$ cat src/rtl/kdlp_pkg.sv
package kdlp_pkg;

    localparam int PORT_W     = 3;
    localparam int PIN_W      = 4;
    localparam int DEB_W      = 16;
    localparam int HOLD_W     = 24;
    localparam int CFG_IDX_W  = 2;
    localparam int CFG_DATA_W = 24;

    // configuration register indexes
    localparam logic [CFG_IDX_W-1:0] CFG_FILTER_LIMIT     = 2'd0;
    localparam logic [CFG_IDX_W-1:0] CFG_LONG_PRESS_LIMIT = 2'd1;
    localparam logic [CFG_IDX_W-1:0] CFG_ACTIVE_LEVEL     = 2'd2;

    localparam logic [DEB_W-1:0]  FILTER_LIMIT_RST     = 16'd10;
    localparam logic [HOLD_W-1:0] LONG_PRESS_LIMIT_RST = 24'd1000;
    localparam logic              ACTIVE_LEVEL_RST     = 1'b1;

    localparam logic [DEB_W-1:0]  DEB_MAX  = '1;
    localparam logic [HOLD_W-1:0] HOLD_MAX = '1;

    typedef enum logic [2:0] {
        PH_IDLE          = 3'd0,
        PH_PRESSING      = 3'd1,
        PH_SHORT_REL     = 3'd2,
        PH_LONG_PRESSING = 3'd3,
        PH_LONG_REL      = 3'd4
    } t_phase;

    typedef struct packed {
        logic [DEB_W-1:0]  filter_limit;
        logic [HOLD_W-1:0] long_press_limit;
        logic              active_level;
    } t_cfg;

    // classified sample, front to back
    typedef struct packed {
        logic              in_range;
        logic              active;
        logic [PORT_W-1:0] port;
        logic [PIN_W-1:0]  pin;
    } t_item;

    // per-key record
    typedef struct packed {
        t_phase            phase;
        logic [DEB_W-1:0]  deb;
        logic [HOLD_W-1:0] hold;
    } t_entry;

    typedef struct packed {
        t_phase            phase;
        logic [PORT_W-1:0] port;
        logic [PIN_W-1:0]  pin;
    } t_result;

endpackage

$ cat src/rtl/kdlp_fifo.sv
module kdlp_fifo import kdlp_pkg::*; #(
    parameter int W          = 8,
    parameter int DEPTH_LOG2 = 2
) (
    input  logic         i_clk,
    input  logic         i_rst_n,
    input  logic         i_push,
    input  logic [W-1:0] i_data,
    output logic         o_full,
    input  logic         i_pop,
    output logic [W-1:0] o_data,
    output logic         o_empty
);

    localparam int DEPTH = 1 << DEPTH_LOG2;

    logic [W-1:0]          r_mem [DEPTH];
    logic [DEPTH_LOG2-1:0] r_wptr, n_wptr;
    logic [DEPTH_LOG2-1:0] r_rptr, n_rptr;
    logic [DEPTH_LOG2:0]   r_count, n_count;
    logic                  wr, rd;

    assign o_full  = (r_count == (DEPTH_LOG2+1)'(DEPTH));
    assign o_empty = (r_count == '0);
    assign o_data  = r_mem[r_rptr];

    assign wr = i_push && !o_full;
    assign rd = i_pop && !o_empty;

    always_comb begin
        n_wptr  = wr ? r_wptr + 1'b1 : r_wptr;
        n_rptr  = rd ? r_rptr + 1'b1 : r_rptr;
        n_count = r_count;
        if (wr && !rd) begin
            n_count = r_count + 1'b1;
        end else if (rd && !wr) begin
            n_count = r_count - 1'b1;
        end
    end

    always_ff @(posedge i_clk) begin
        if (!i_rst_n) begin
            r_wptr  <= '0;
            r_rptr  <= '0;
            r_count <= '0;
        end else begin
            r_wptr  <= n_wptr;
            r_rptr  <= n_rptr;
            r_count <= n_count;
        end
    end

    always_ff @(posedge i_clk) begin
        if (wr) begin
            r_mem[r_wptr] <= i_data;
        end
    end

endmodule

$ cat src/rtl/kdlp_front.sv
module kdlp_front import kdlp_pkg::*; #(
    parameter int NUM_PORTS     = 5,
    parameter int PINS_PER_PORT = 16
) (
    input  logic [PORT_W-1:0] i_port_index,
    input  logic [PIN_W-1:0]  i_pin_number,
    input  logic              i_pin_level,
    input  logic              i_active_level,
    output t_item             o_item
);

    always_comb begin
        o_item.port     = i_port_index;
        o_item.pin      = i_pin_number;
        o_item.active   = (i_pin_level == i_active_level);
        o_item.in_range = (32'(i_port_index) < NUM_PORTS) &&
                          (32'(i_pin_number) < PINS_PER_PORT);
    end

endmodule

$ cat src/rtl/kdlp_back.sv
module kdlp_back import kdlp_pkg::*; #(
    parameter int NUM_PORTS     = 5,
    parameter int PINS_PER_PORT = 16
) (
    input  logic    i_clk,
    input  logic    i_rst_n,
    input  t_cfg    i_cfg,
    // classified item queue
    input  logic    i_item_empty,
    input  t_item   i_item,
    output logic    o_item_pop,
    // result queue
    input  logic    i_res_full,
    output logic    o_res_push,
    output t_result o_res
);

    localparam int KEYS = NUM_PORTS * PINS_PER_PORT;
    localparam int KW   = (KEYS > 1) ? $clog2(KEYS) : 1;

    t_entry          r_mem [KEYS];
    logic [KEYS-1:0] r_valid;

    logic            r_a_vld;
    t_item           r_item;
    logic [KW-1:0]   r_idx;
    t_entry          r_rd_q;
    logic            r_vb;
    logic            r_fwd;
    t_entry          r_fwd_entry;

    logic            load, fire, we;
    logic [KW-1:0]   ld_idx;
    t_entry          cur, w_entry;
    t_phase          n_phase;
    logic [DEB_W-1:0]  deb_inc;
    logic [HOLD_W-1:0] hold_inc;
    logic            deb_exc, hold_exc;

    assign fire       = r_a_vld && !i_res_full;
    assign load       = !i_item_empty && (!r_a_vld || fire);
    assign o_item_pop = load;
    assign we         = fire && r_item.in_range;

    assign ld_idx = i_item.in_range ?
                    KW'(32'(i_item.port) * PINS_PER_PORT + 32'(i_item.pin)) : '0;

    // a never-written key reads as idle with zero counts; the write in flight wins
    assign cur = r_fwd ? r_fwd_entry : (r_vb ? r_rd_q : '0);

    assign deb_inc  = (cur.deb == DEB_MAX) ? cur.deb : cur.deb + 1'b1;
    assign hold_inc = (cur.hold == HOLD_MAX) ? cur.hold : cur.hold + 1'b1;
    assign deb_exc  = cur.deb > i_cfg.filter_limit;
    assign hold_exc = cur.hold > i_cfg.long_press_limit;

    // next phase of the addressed key
    always_comb begin
        n_phase = PH_IDLE;
        unique case (cur.phase)
            PH_IDLE: begin
                n_phase = (r_item.active && deb_exc) ? PH_PRESSING : PH_IDLE;
            end
            PH_PRESSING: begin
                if (!r_item.active) begin
                    n_phase = deb_exc ? PH_SHORT_REL : PH_PRESSING;
                end else begin
                    n_phase = hold_exc ? PH_LONG_PRESSING : PH_PRESSING;
                end
            end
            PH_LONG_PRESSING: begin
                n_phase = (!r_item.active && deb_exc) ? PH_LONG_REL : PH_LONG_PRESSING;
            end
            default: n_phase = PH_IDLE;
        endcase
    end

    // counter updates and record write-back
    always_comb begin
        w_entry       = cur;
        w_entry.phase = n_phase;
        unique case (cur.phase)
            PH_IDLE: begin
                if (r_item.active) begin
                    w_entry.deb = deb_exc ? '0 : deb_inc;
                end
            end
            PH_PRESSING: begin
                if (!r_item.active) begin
                    if (deb_exc) begin
                        w_entry.deb  = '0;
                        w_entry.hold = '0;
                    end else begin
                        w_entry.deb = deb_inc;
                    end
                end else begin
                    w_entry.hold = hold_exc ? '0 : hold_inc;
                end
            end
            PH_LONG_PRESSING: begin
                if (!r_item.active) begin
                    w_entry.deb = deb_exc ? '0 : deb_inc;
                end
            end
            default: ;
        endcase
    end

    assign o_res_push  = fire;
    assign o_res.phase = r_item.in_range ? n_phase : PH_IDLE;
    assign o_res.port  = r_item.port;
    assign o_res.pin   = r_item.pin;

    always_ff @(posedge i_clk) begin
        if (!i_rst_n) begin
            r_a_vld <= 1'b0;
            r_valid <= '0;
        end else begin
            if (load) begin
                r_a_vld <= 1'b1;
            end else if (fire) begin
                r_a_vld <= 1'b0;
            end
            if (we) begin
                r_valid[r_idx] <= 1'b1;
            end
        end
    end

    always_ff @(posedge i_clk) begin
        if (load) begin
            r_item      <= i_item;
            r_idx       <= ld_idx;
            r_vb        <= r_valid[ld_idx];
            r_fwd       <= we && (r_idx == ld_idx);
            r_fwd_entry <= w_entry;
        end
    end

    // key table: one write, one registered read
    always_ff @(posedge i_clk) begin
        if (we) begin
            r_mem[r_idx] <= w_entry;
        end
        if (load) begin
            r_rd_q <= r_mem[ld_idx];
        end
    end

endmodule

$ cat src/rtl/key_debounce_long_press_fsm.sv
// Path: input queue, back end stage register, result queue (empty low shows the result).
// Throughput: one sample per cycle unless the result queue is full, set by the key table's
// separate read/write ports and forwarding of the same key's record written just before.
// Queues of four entries sit between input, back end and output.
// Reset: synchronous, active low; empties the queues, restores register defaults and
// marks every key record invalid (reads as idle, zero counts); no clearing pass.
module key_debounce_long_press_fsm import kdlp_pkg::*; #(
    parameter int NUM_PORTS     = 5,
    parameter int PINS_PER_PORT = 16
) (
    input  logic                  i_clk,
    input  logic                  i_rst_n,
    // sample input, queue style
    input  logic                  push,
    output logic                  full,
    input  logic [PORT_W-1:0]     i_port_index,
    input  logic [PIN_W-1:0]      i_pin_number,
    input  logic                  i_pin_level,
    // results, queue style
    output logic                  empty,
    input  logic                  pop,
    output logic [2:0]            o_key_state,
    output logic [PORT_W-1:0]     o_key_port,
    output logic [PIN_W-1:0]      o_key_pin,
    // register writes
    input  logic                  i_cfg_we,
    input  logic [CFG_IDX_W-1:0]  i_cfg_idx,
    input  logic [CFG_DATA_W-1:0] i_cfg_wdata
);

    localparam int QLOG2 = 2;

    t_cfg    r_cfg;
    t_item   front_item;
    t_item   mid_item;
    logic    mid_empty, mid_pop;
    logic    res_full, res_push;
    t_result res_in, res_out;

    // register file; indexes past the list are dropped
    always_ff @(posedge i_clk) begin
        if (!i_rst_n) begin
            r_cfg.filter_limit     <= FILTER_LIMIT_RST;
            r_cfg.long_press_limit <= LONG_PRESS_LIMIT_RST;
            r_cfg.active_level     <= ACTIVE_LEVEL_RST;
        end else if (i_cfg_we) begin
            unique case (i_cfg_idx)
                CFG_FILTER_LIMIT:     r_cfg.filter_limit     <= i_cfg_wdata[DEB_W-1:0];
                CFG_LONG_PRESS_LIMIT: r_cfg.long_press_limit <= i_cfg_wdata[HOLD_W-1:0];
                CFG_ACTIVE_LEVEL:     r_cfg.active_level     <= i_cfg_wdata[0];
                default: ;
            endcase
        end
    end

    // front: range check and level compare
    kdlp_front #(
        .NUM_PORTS     (NUM_PORTS),
        .PINS_PER_PORT (PINS_PER_PORT)
    ) u_front (
        .i_port_index   (i_port_index),
        .i_pin_number   (i_pin_number),
        .i_pin_level    (i_pin_level),
        .i_active_level (r_cfg.active_level),
        .o_item         (front_item)
    );

    // classified samples waiting for the back end
    kdlp_fifo #(
        .W          ($bits(t_item)),
        .DEPTH_LOG2 (QLOG2)
    ) u_mid_q (
        .i_clk   (i_clk),
        .i_rst_n (i_rst_n),
        .i_push  (push),
        .i_data  (front_item),
        .o_full  (full),
        .i_pop   (mid_pop),
        .o_data  (mid_item),
        .o_empty (mid_empty)
    );

    // back: per-key record read-modify-write
    kdlp_back #(
        .NUM_PORTS     (NUM_PORTS),
        .PINS_PER_PORT (PINS_PER_PORT)
    ) u_back (
        .i_clk        (i_clk),
        .i_rst_n      (i_rst_n),
        .i_cfg        (r_cfg),
        .i_item_empty (mid_empty),
        .i_item       (mid_item),
        .o_item_pop   (mid_pop),
        .i_res_full   (res_full),
        .o_res_push   (res_push),
        .o_res        (res_in)
    );

    // finished results
    kdlp_fifo #(
        .W          ($bits(t_result)),
        .DEPTH_LOG2 (QLOG2)
    ) u_res_q (
        .i_clk   (i_clk),
        .i_rst_n (i_rst_n),
        .i_push  (res_push),
        .i_data  (res_in),
        .o_full  (res_full),
        .i_pop   (pop),
        .o_data  (res_out),
        .o_empty (empty)
    );

    assign o_key_state = res_out.phase;
    assign o_key_port  = res_out.port;
    assign o_key_pin   = res_out.pin;

    // back end never transfers into a full result queue
    a_no_res_overflow: assert property (@(posedge i_clk) disable iff (!i_rst_n)
        res_push |-> !res_full)
        else $error("result pushed into full queue");

    // back end only pops classified items that exist
    a_no_mid_underflow: assert property (@(posedge i_clk) disable iff (!i_rst_n)
        mid_pop |-> !mid_empty)
        else $error("item popped from empty queue");

    // a key outside the array always reports idle
    a_out_of_range_idle: assert property (@(posedge i_clk) disable iff (!i_rst_n)
        (!empty && (32'(o_key_port) >= NUM_PORTS || 32'(o_key_pin) >= PINS_PER_PORT))
        |-> (o_key_state == PH_IDLE))
        else $error("out of range key reported non-idle state");

    // reset leaves no result pending
    a_reset_empty: assert property (@(posedge i_clk)
        !i_rst_n |=> empty)
        else $error("result pending after reset");

endmodule
$ cat config.mk
export PLATFORM = sky130hd
export DESIGN_NAME = key_debounce_long_press_fsm
export DESIGN_NICKNAME = d
export VERILOG_FILES = /design/src/rtl/kdlp_pkg.sv /design/src/rtl/kdlp_fifo.sv /design/src/rtl/kdlp_front.sv /design/src/rtl/kdlp_back.sv /design/src/rtl/key_debounce_long_press_fsm.sv
export SDC_FILE = /design/constraint.sdc
export NUM_CORES = 2
export LEC_CHECK = 0
export BUFFER_PORTS_ARGS = -buffer_cell sky130_fd_sc_hd__buf_2
export CORE_UTILIZATION = 24
export DETAILED_ROUTE_END_ITERATION = 8
export SYNTH_ARGS = -nofsm -noshare
export SYNTH_HDL_FRONTEND = slang
export SYNTH_HIERARCHICAL = 1
export SYNTH_SLANG_ARGS = --single-unit
export TNS_END_PERCENT = 20
$ cat constraint.sdc
create_clock -name i_clk -period 11.3 [get_ports i_clk]
set_clock_uncertainty 0.1 [all_clocks]
set_input_delay 3.39 -clock i_clk [delete_from_list [all_inputs] [get_ports i_clk]]
set_output_delay 3.39 -clock i_clk [all_outputs]
set_load 0.01 [all_outputs]
==> results.md <==
- Antenna Violating Nets Remaining: 0
- FF-to-FF setup slack: ~4400 ps
- Post-synth top flop: edfxtp_1
- Max VDD drop: 307.6 uV
- Clk_lat worst skew: 980 ps
- Top delay family on crit path: simple AND/OR/NAND/NOR gates
- Overall Power: ~49 mW
- Largest net degree at the start of global routing: 148
- Slowest stage delay, CP: about 900 ps
- Mean post-synth cell area: 16.35 um2
- Simple-gate share of the synthesized area: 5.712%
- Fin util: 28.02%
- Final setup TNS: 0 ps
- Most frequent CP cell: buf_4
- Core area: around 620,000 um2
- Min Tclk post-route: 6856 ps
- Final Cycle Share: about 61%
- CTS tree: built
- Adder-Cell Fraction of Synth Area: less than 1%
- IO buf count: 50
- Initial antenna violation count: 57
- Status: finished with violations
- Hold Vio Cnt, Final: 0
- Initial Utilization: 24.13%
- Placed inst area: ~160,000 um2
- GRT Util Overall: roughly 14%
- Pwr dens: 282.4 nW/um2
- Xor and xnor area share after synthesis: 0.1296%
- Yosys warns: 6
- WS Path Type: flop to flop
- Synth top area share: 73.11%
- Worst Path Required: 11,880 ps
- Mapped Cells: between 9,000 and 10,000
- Pins Over Slew Limit: 37
- Die Y: 789.1 um
- Async SR Flop Fraction: 0%
- Final cell count without fillers: 17,680
- Commonest cells post-synth: edfxtp_1, nand2_1, a21oi_1
- Synth-to-layout area growth: 16.13%
- Worst-Margin Slew: roughly 1600 ps
- Max Cap Viol: 5
- Post-CTS Hold Fix Bufs: 0
- Register area share after synthesis: 75.00%
- Critical Path AT: 7440 ps
- CP startpoint kind: flop
- Post-place setup slack: approximately 4600 ps
- DRC: 0
- Compound-gate portion of the synthesized area: under 10%
- Drt total wl: ~470,000 um
- CP Max Fanout: 43
- Vias per inst: 4.991
- Clk pin slew, worst setup/hold paths: approximately 60 ps
- Synth cell types: 89
- DR WL/cell: around 27 um
- Leakage Power: 53.64 nW
- GPL Wtd Cong: 0.8773
- Layout cell share with drive strength beyond 1: 18.46%
- Layout Nets: around 9,300
- Cell with the most instances after synthesis: edfxtp_1
- Mux contribution to synthesized area: 8.848%
- Die Wd: about 790 um
- Placed cells: 16,950
- Num ports: a little over 50
- DP Wirelength: 249,100 um
- CP Buf/Inv Count: 4
- Yosys top cell by area: edfxtp_1
- First-pass GRT wire length: roughly 650,000 um
- WHS: ~360 ps
- Synth Cell Area: 148,700 um2
- Failing checks: capacitance limit, slew limit
- CTS sink count: roughly 3,800
- Synth Net Count: 9,188
- EDFF count, synth: approximately 3,600
- Area contributors post-synth: edfxtp_1, mux4_2, mux2_2
- Area of the die: 622,600 um2
- Setup bufs post-CTS: 0
- Layout Cell Area excl Fill: between 150,000 and 200,000 um2
- Final setup viols: 0
- GR Overflow Total: 0
- Tightest Hold Check Type: flop to flop
- CTS Buf Count: ~380
- Clock root buffer: clkbuf_16
- Slowest library cell on the worst path: o21ai_4
- Clock Tree Buf Depth: 4
- Yosys reg bits: 3,760
- Slew HR: -4.653%
- # rows: roughly 290
- Post_cts resized: 0
- Vias in the first global route: between 80,000 and 90,000
- PnR worst setup slack: between 4000 and 5000 ps
- Critical path endpoint category: flop
- FMAX: 145.9 MHz
- Largest family of logic cells by synthesized area: multiplexers
- RSZ-0062 raised after global routing: no
- H-Tree Depth: 5
- Critical Path, Cell by Cell: buf_4 > nor2b_1 > buf_4 > a22oi_1 > inv_1 > ha_1 > nand4_1 > or4_4 > or4_4 > o2111a_1 > or3_1 > o21a_1 > o21ai_4 > buf_4
- Initial DRC count: 12,930
- Pre-Repair DR Iteration Count: 6
- Via count: 88,260
-- registers in the layout, indices dropped and copies added, names as in the netlist, 2 cells and up, named ones only --
register / cells
u_back/r_rd_q: 43
u_mid_q/r_wptr: 2
u_res_q/r_wptr: 2
u_back/r_fwd_entry: 43
u_res_q/r_mem: 40
u_back/r_mem: 3440
u_mid_q/r_mem: 36
u_back/o_res: 7
u_mid_q/r_rptr: 2
u_mid_q/r_count: 3
r_cfg: 41
u_back/r_idx: 7
u_res_q/r_count: 3
u_res_q/r_rptr: 2
u_back/r_item: 2
u_back/r_valid: 80
-- where the power goes --
group | switching, mW | internal (mW) | leakage (nW)
combinational | 12.7 | 4.07 | 13.4
sequential | 0.355 | 19.2 | 34.3
clock | 5.41 | 7.01 | 6.01
-- metal layers --
layer / share of wire [%] / vias to the layer above / wire length, um / track usage (%)
met5: 0.022 / - / 104 / 0
met4: 4.7 / 16 / 22210 / 6.012
met3: 11 / 886 / 52280 / 3.221
met2: 44 / 5038 / 208000 / 22.17
met1: 40 / 46070 / 188000 / 19.65
li1: - / 36250 / - / -
-- final cells by class --
class / instances / area [um2]
fill: 61200 / 443500
sequential: 3760 / 111500
multi-input combinational: 4660 / 35750
clock buffer: 479 / 10230
tap: 8120 / 10160
timing repair buffer: 332 / 2639
clock inverter: 227 / 1987
inverter: 79 / 324.1
antenna: 25 / 62.56
-- final timing paths --
kind,end,depth (start not counted),from
max,u_back/r_mem[5][12],14,u_back/r_vb
min,r_cfg[16],2,r_cfg[16]
max reg2reg,u_back/r_mem[5][12],14,u_back/r_vb
min reg2reg,r_cfg[16],2,r_cfg[16]
-- worst reg2reg max path, cell delays in order (launching register included) --
cell and delay (ps):
edfxtp_1 410, buf_4 450, nor2b_1 630, buf_4 340, a22oi_1 180, inv_1 190, ha_1 160, nand4_1 110
or4_4 500, or4_4 500, o2111a_1 190, or3_1 810, o21a_1 400, o21ai_4 900, buf_4 660
-- logic make-up (layout without fill, tap and decap cells) --
group           count (synthesis)  count (layout)
mux                           909             909
compound gates               1766            1766
buf+inv                       675            1117
simple gates                 1909            1909
other cells                     0              25
xor+xnor                       22              22
flops                        3760            3760
fa+ha+maj                      54              54
-- cell usage in the layout, fill, tap and decap left out, types with 63 or more instances in the layout --
| cell | instances |
|---|---|
| clkinv_2 | 83 |
| nand3_1 | 186 |
| dfxtp_1 | 140 |
| buf_4 | 258 |
| mux4_2 | 280 |
| nor4_1 | 63 |
| mux2i_1 | 219 |
| clkbuf_1 | 75 |
| clkinv_1 | 86 |
| clkbuf_16 | 390 |
| inv_1 | 72 |
| nand2_1 | 1124 |
| o221ai_1 | 106 |
| o21ai_0 | 213 |
| o21a_1 | 93 |
| a21oi_1 | 557 |
| a211oi_1 | 194 |
| nor3_1 | 110 |
| a22oi_1 | 143 |
| nor2_4 | 86 |
| edfxtp_1 | 3620 |
| mux2_2 | 402 |
| nor2b_1 | 102 |
| nor2_1 | 71 |
Note: power is estimated with default switching activity, not from simulation.
